### src/design/nearest_vector_threshold_search_macros.svh
// Assertion macros used by the nearest vector threshold search top-level design file.
`ifndef NEAREST_VECTOR_THRESHOLD_SEARCH_MACROS_SVH
`define NEAREST_VECTOR_THRESHOLD_SEARCH_MACROS_SVH

// The condition holds at every clock edge outside reset.
`define NVTS_ASSERT_ALWAYS(label, cond, msg) \
    label: assert property (@(posedge clk) disable iff (!rst_n) (cond)) else $error(msg);

// The consequent holds in the same cycle as the antecedent.
`define NVTS_ASSERT_IMP(label, ante, cons, msg) \
    label: assert property (@(posedge clk) disable iff (!rst_n) (ante) |-> (cons)) \
        else $error(msg);

// The consequent holds in the cycle after the antecedent.
`define NVTS_ASSERT_NXT(label, ante, cons, msg) \
    label: assert property (@(posedge clk) disable iff (!rst_n) (ante) |=> (cons)) \
        else $error(msg);

`endif

### src/design/nvts_ram.sv
// Generic single write port, single read port RAM with registered read data.
module nvts_ram #(
    parameter int WIDTH = 16,
    parameter int DEPTH = 32
) (
    input  logic                                 clk,
    input  logic                                 we,
    input  logic [(DEPTH > 1 ? $clog2(DEPTH) : 1)-1:0] waddr,
    input  logic [WIDTH-1:0]                     wdata,
    input  logic                                 re,
    input  logic [(DEPTH > 1 ? $clog2(DEPTH) : 1)-1:0] raddr,
    output logic [WIDTH-1:0]                     rdata
);

    logic [WIDTH-1:0] mem [DEPTH];

    always_ff @(posedge clk)
    begin
        if (we)
        begin
            mem[waddr] <= wdata;
        end
        if (re)
        begin
            rdata <= mem[raddr];
        end
    end

endmodule

### config.mk
export PLATFORM = sky130hd
export DESIGN_NAME = nvts_ram
export DESIGN_NICKNAME = d
export VERILOG_FILES = /design/src/design/nearest_vector_threshold_search_macros.svh /design/src/design/nvts_ram.sv
export SDC_FILE = /design/constraint.sdc
export NUM_CORES = 1
export LEC_CHECK = 0
export ABC_AREA = 0
export BUFFER_PORTS_ARGS = -buffer_cell sky130_fd_sc_hd__buf_4
export CAP_MARGIN = 20
export CORE_MARGIN = 5
export CORE_UTILIZATION = 30
export DETAILED_ROUTE_END_ITERATION = 8
export GPL_TIMING_DRIVEN = 1
export RECOVER_POWER = 50
export SYNTH_ARGS = -nofsm -noshare
export SYNTH_HDL_FRONTEND = slang
export SYNTH_SLANG_ARGS = --single-unit
### constraint.sdc
create_clock -name clk -period 4.5 [get_ports clk]
set_clock_uncertainty 0.05 [all_clocks]
set_input_delay 0.225 -clock clk [delete_from_list [all_inputs] [get_ports clk]]
set_output_delay 0.225 -clock clk [all_outputs]
set_load 0.01 [all_outputs]
# Word level (Yosys, flattened, before mapping)
# Memory sizes are Yosys's and may differ from the RTL's. A register that Yosys moved wholly into a read port is not among the register bits.
# Cells that the tools add are included.
# classes
muxes	2
# ops
op	n
2-to-1 mux 1 bit	2
# totals
word_cells	3
output_inout_bits	16
register_bits	0
mem_count	1
inputBits	29
mem_bits_rw	512
# memory_table
name	words	width	read_ports	rd_ports_with_merged_regs	wr	line_no	text
mem	32	16	1	1	1	nvts_ram.sv:15	logic [WIDTH-1:0] mem [DEPTH];

# Depth between registers and ports, before layout
# logic_depth
depth_word	2
mapped_depth	8
depth_no_buf	5

# Worst setup path before layout
# Ideal clock, no wire load.
# synth_timing
path_type	input to register
startpoint	input waddr[1] in the netlist's numbering
endpoint	memory mem[12][0], enable pin
stages	3
required_time_ns	4.062
t_arrival_ns	1.577
n_path_buf	1
setup_slack_ns	2.485
setup_time_ns	0.388
cell_sequence	or3b_2 clkbuf_1 nor2_1
# synth_lines
element	line_no	text
from (decl)	nvts_ram.sv:8	input logic [(DEPTH > 1 ? $clog2(DEPTH) : 1)-1:0] waddr,
to (decl)	nvts_ram.sv:15	
# Straight into the memory's write port.

==> qor.csv <==
stage,metric,value,unit
sta,Slew Limit Fails,478,
synth,warnings from Yosys,0,
detailed_routing,DR vias/cell,4.99,
power,part of the power in registers,0.540,
placement,hpwl dp,30400,um
final_layout,Fill cells,6475,
synth,Compound-Gate Fraction of Synth Area,0.0493,
setup_path,worst setup path class,input pin to register,
floorplan,Core Area,68500,um2
setup_path,worst-path cell chain,"buf_4, nor2b_4, buf_4, a22oi_1, a31oi_1, nand3_1",
setup_path,startpoint types,input pin,
detailed_routing,drt initial violations,1042,
detailed_routing,drt pass-1 iters,7,
floorplan,Initial Util,0.302,
grt,vias in the first global route,10500,
placement,Area after DPL,22000,um2
setup_path,Critical Path RT,4730,ps
power,Switching Power,2.18,mW
setup_path,Buf/Inv on CP,2,
sta,worst-margin pin slew,1840,ps
sta,setup TNS,0,ps
clocking,Clock Path Buffers,3,
clocking,Clock Sinks,528,
setup_path,critical path's most frequent cell,buf_4,
floorplan,Core Rows,96,
sta,PnR worst setup slack,2250,ps
clocking,hold bufs inserted after CTS,6,
synth,main combinational cell family by area after synthesis,multiplexers,
synth,Mapped Cells,1143,
sta,Final period util,0.499,
final_layout,area added between synthesis and finish,13.9,%
power,Comb power frac,0.053,
synth,top post-synthesis cells by count,"528 x edfxtp_1, 256 x mux2i_1, 64 x a22oi_1, 34 x nand3_1",
synth,adder-cell share of the synthesized area,0,
floorplan,Die H,273,um
sta,setup repair after global routing missed its margin,no,
flow_run,Max Cap Violations,15,
synth,Post-synth EDFFs,528,
synth,post-synthesis simple-gate area fraction,0.0346,
clocking,Post CTS Setup Buffer Count,0,
floorplan,IO Pins,45,
power,clock power share,0.407,
synth,async set-or-reset flop fraction in the synthesized netlist,0,
worst_hold_path,Tightest Hold Check Type,input pin to register,
clocking,Clock Latency Late Sink,600,ps
power,Worst VDD drop,0.248,mV
clocking,post_cts resized,0,
detailed_routing,drt wl/cell,23.4,um
synth,prevailing post-synth register cell,edfxtp_1,
sta,final setup fails,0,
status,status,"complete, but fails checks",
clocking,CTS tree,yes,
synth,Synth Area in XOR/XNOR,0,
synth,#FFs+latches synth,528,
detailed_routing,final wirelength,50100,um
final_layout,share of cells above drive strength 1,0.115,
final_layout,final instance area,23600,um2
synth,share of the synthesized area in the top cell type,0.766,
sta,Final Hold Violating Endpoints,0,
clocking,Root Driver,clkbuf_16,
clocking,"Reg clk slew, reported paths",60,ps
grt,total track usage,0.131,
power,leakage power total,8.03,nW
synth,top post-synthesis cells by area,"edfxtp_1 77%, mux2i_1 12%, a22oi_1 2.3%",
detailed_routing,via count,10700,
setup_path,critical path's slowest cell,nor2b_4,
placement,routability congestion estimate,0.793,
clocking,number of buffers created by CTS,50,
synth,Mean Syn Cell Area,18.1,um2
setup_path,cell family with most CP delay,simple AND/OR/NAND/NOR gates,
placement,Setup WS pre-CTS,1720,ps
grt,first-pass GRT wire length,73200,um
placement,Port-buffer cells,44,
synth,most common cell in the netlist,edfxtp_1,
floorplan,chip width,273,um
sta,Fmax,445,MHz
power,sw frac,0.213,
grt,grt ovf,0,
synth,mux cell area share after synthesis,0.124,
setup_path,WP data arrival,2480,ps
status,failing checks,"max-capacitance violations, max-slew violations",
final_layout,fin cells,2141,
grt,largest net degree at the start of global routing,74,
sta,Max-slew headroom,-0.224,
sta,tightest hold margin,139,ps
synth,biggest area consumer among synthesized cells,edfxtp_1,
setup_path,worst-path maximum fanout,29,
power,Pint,8.05,mW
final_layout,Layout Nets,1250,
clocking,H-tree depth,2,
synth,Synth cell types,25,
setup_path,max incr delay on CP,800,ps
detailed_routing,# DRC,0,
setup_path,Worst Setup End Kind,register,
placement,placed insts,2045,
grt,antenna violations before repair,5,
synth,Post-Syn Area,20700,um2
synth,part of the Yosys area used for sequential elements,0.766,
synth,Mapped Nets,1172,
power,power per cell area,434,nW/um2
floorplan,die area,74300,um2
detailed_routing,Routed Antenna Nets,0,
sta,Final Critical Period,2250,ps
## metrics by stage
stage | power [mW] | utilization
after global routing | 10.6 | 0.344
after CTS | 10.3 | 0.346
after detailed placement | 6.17 | 0.321
after global placement | 6.16 | 0.321
after floorplan | 5.92 | -
final | 10.2 | 0.344
## registers in the layout, indices dropped and copies added, names as in the netlist
| signal | count |
|---|---|
| rdata | 16 |
| mem | 512 |
## placed cells by master (no fill, tap or decap), types with 2 or more instances in the layout
cell type      count
clkinv_1          10
a22o_1            32
or3b_2             3
bufinv_16          6
a21oi_1           32
nand4_1           16
a22oi_1           64
buf_12             5
nand3_1           34
clkbuf_1          28
nand2_1           33
clkbuf_16         50
buf_4             61
nand2b_1           2
mux2i_1          256
inv_6              2
nor2b_4            2
clkinv_2          11
nor3_1            16
dlygate4sd3_1      6
nand3b_1           5
nor2_1            33
a31oi_1           16
edfxtp_1         528
## final cells by class
class                           instances  area [um2]  share of cell area
Multi-Input combinational cell        548        4320               0.183
Clock inverter                         31         315              0.0134
Timing Repair Buffer                   93         708              0.0300
Tap cell                              882        1100              0.0468
Sequential cell                       528       15900               0.672
Clock buffer                           58        1280              0.0543
Antenna cell                            1        2.50            0.000106
## layer usage
metal / vias to the layer above / share of wire / wire [um] / global-route usage
li1: 4732 / - / - / -
met5: - / 0.00082 / 41 / 0
met2: 390 / 0.44 / 22200 / 0.195
met1: 5480 / 0.44 / 22200 / 0.190
met4: 6 / 0.023 / 1130 / 0.0356
met3: 74 / 0.088 / 4400 / 0.0355
## power groups by stage
| stage | combinational, mW | sequential [mW] | clock, mW |
|---|---|---|---|
| global placement | 0.538 | 5.62 | 0 |
| detailed placement | 0.548 | 5.62 | 0 |
| floorplan | 0.307 | 5.61 | 0 |
| finish | 0.543 | 5.52 | 4.16 |
| global route | 0.582 | 5.53 | 4.45 |
| CTS | 0.554 | 5.52 | 4.24 |
## final timing paths
check / from / end / slack [ps] / cells after the start
setup / recovery: raddr[2] / rdata[14] / 2250 / 6
hold / removal: raddr[3] / rdata[12] / 140 / 3
setup reg to reg: mem[3][8] / rdata[8] / 2760 / 5
hold reg to reg: mem[16][1] / rdata[1] / 640 / 4
## logic make-up after synthesis
| kind of cell | Yosys count |
|---|---|
| buffers and inverters | 67 |
| AO/OA/AOI/OAI | 144 |
| multiplexers | 256 |
| AND/OR/NAND/NOR | 148 |
| flip-flops | 528 |
## worst min-delay path, delay by kind of cell
family,cells,cell delay [ps]
AND/OR/NAND/NOR,2,190
buffers and inverters,1,200
(Power assumes the default switching activity.)
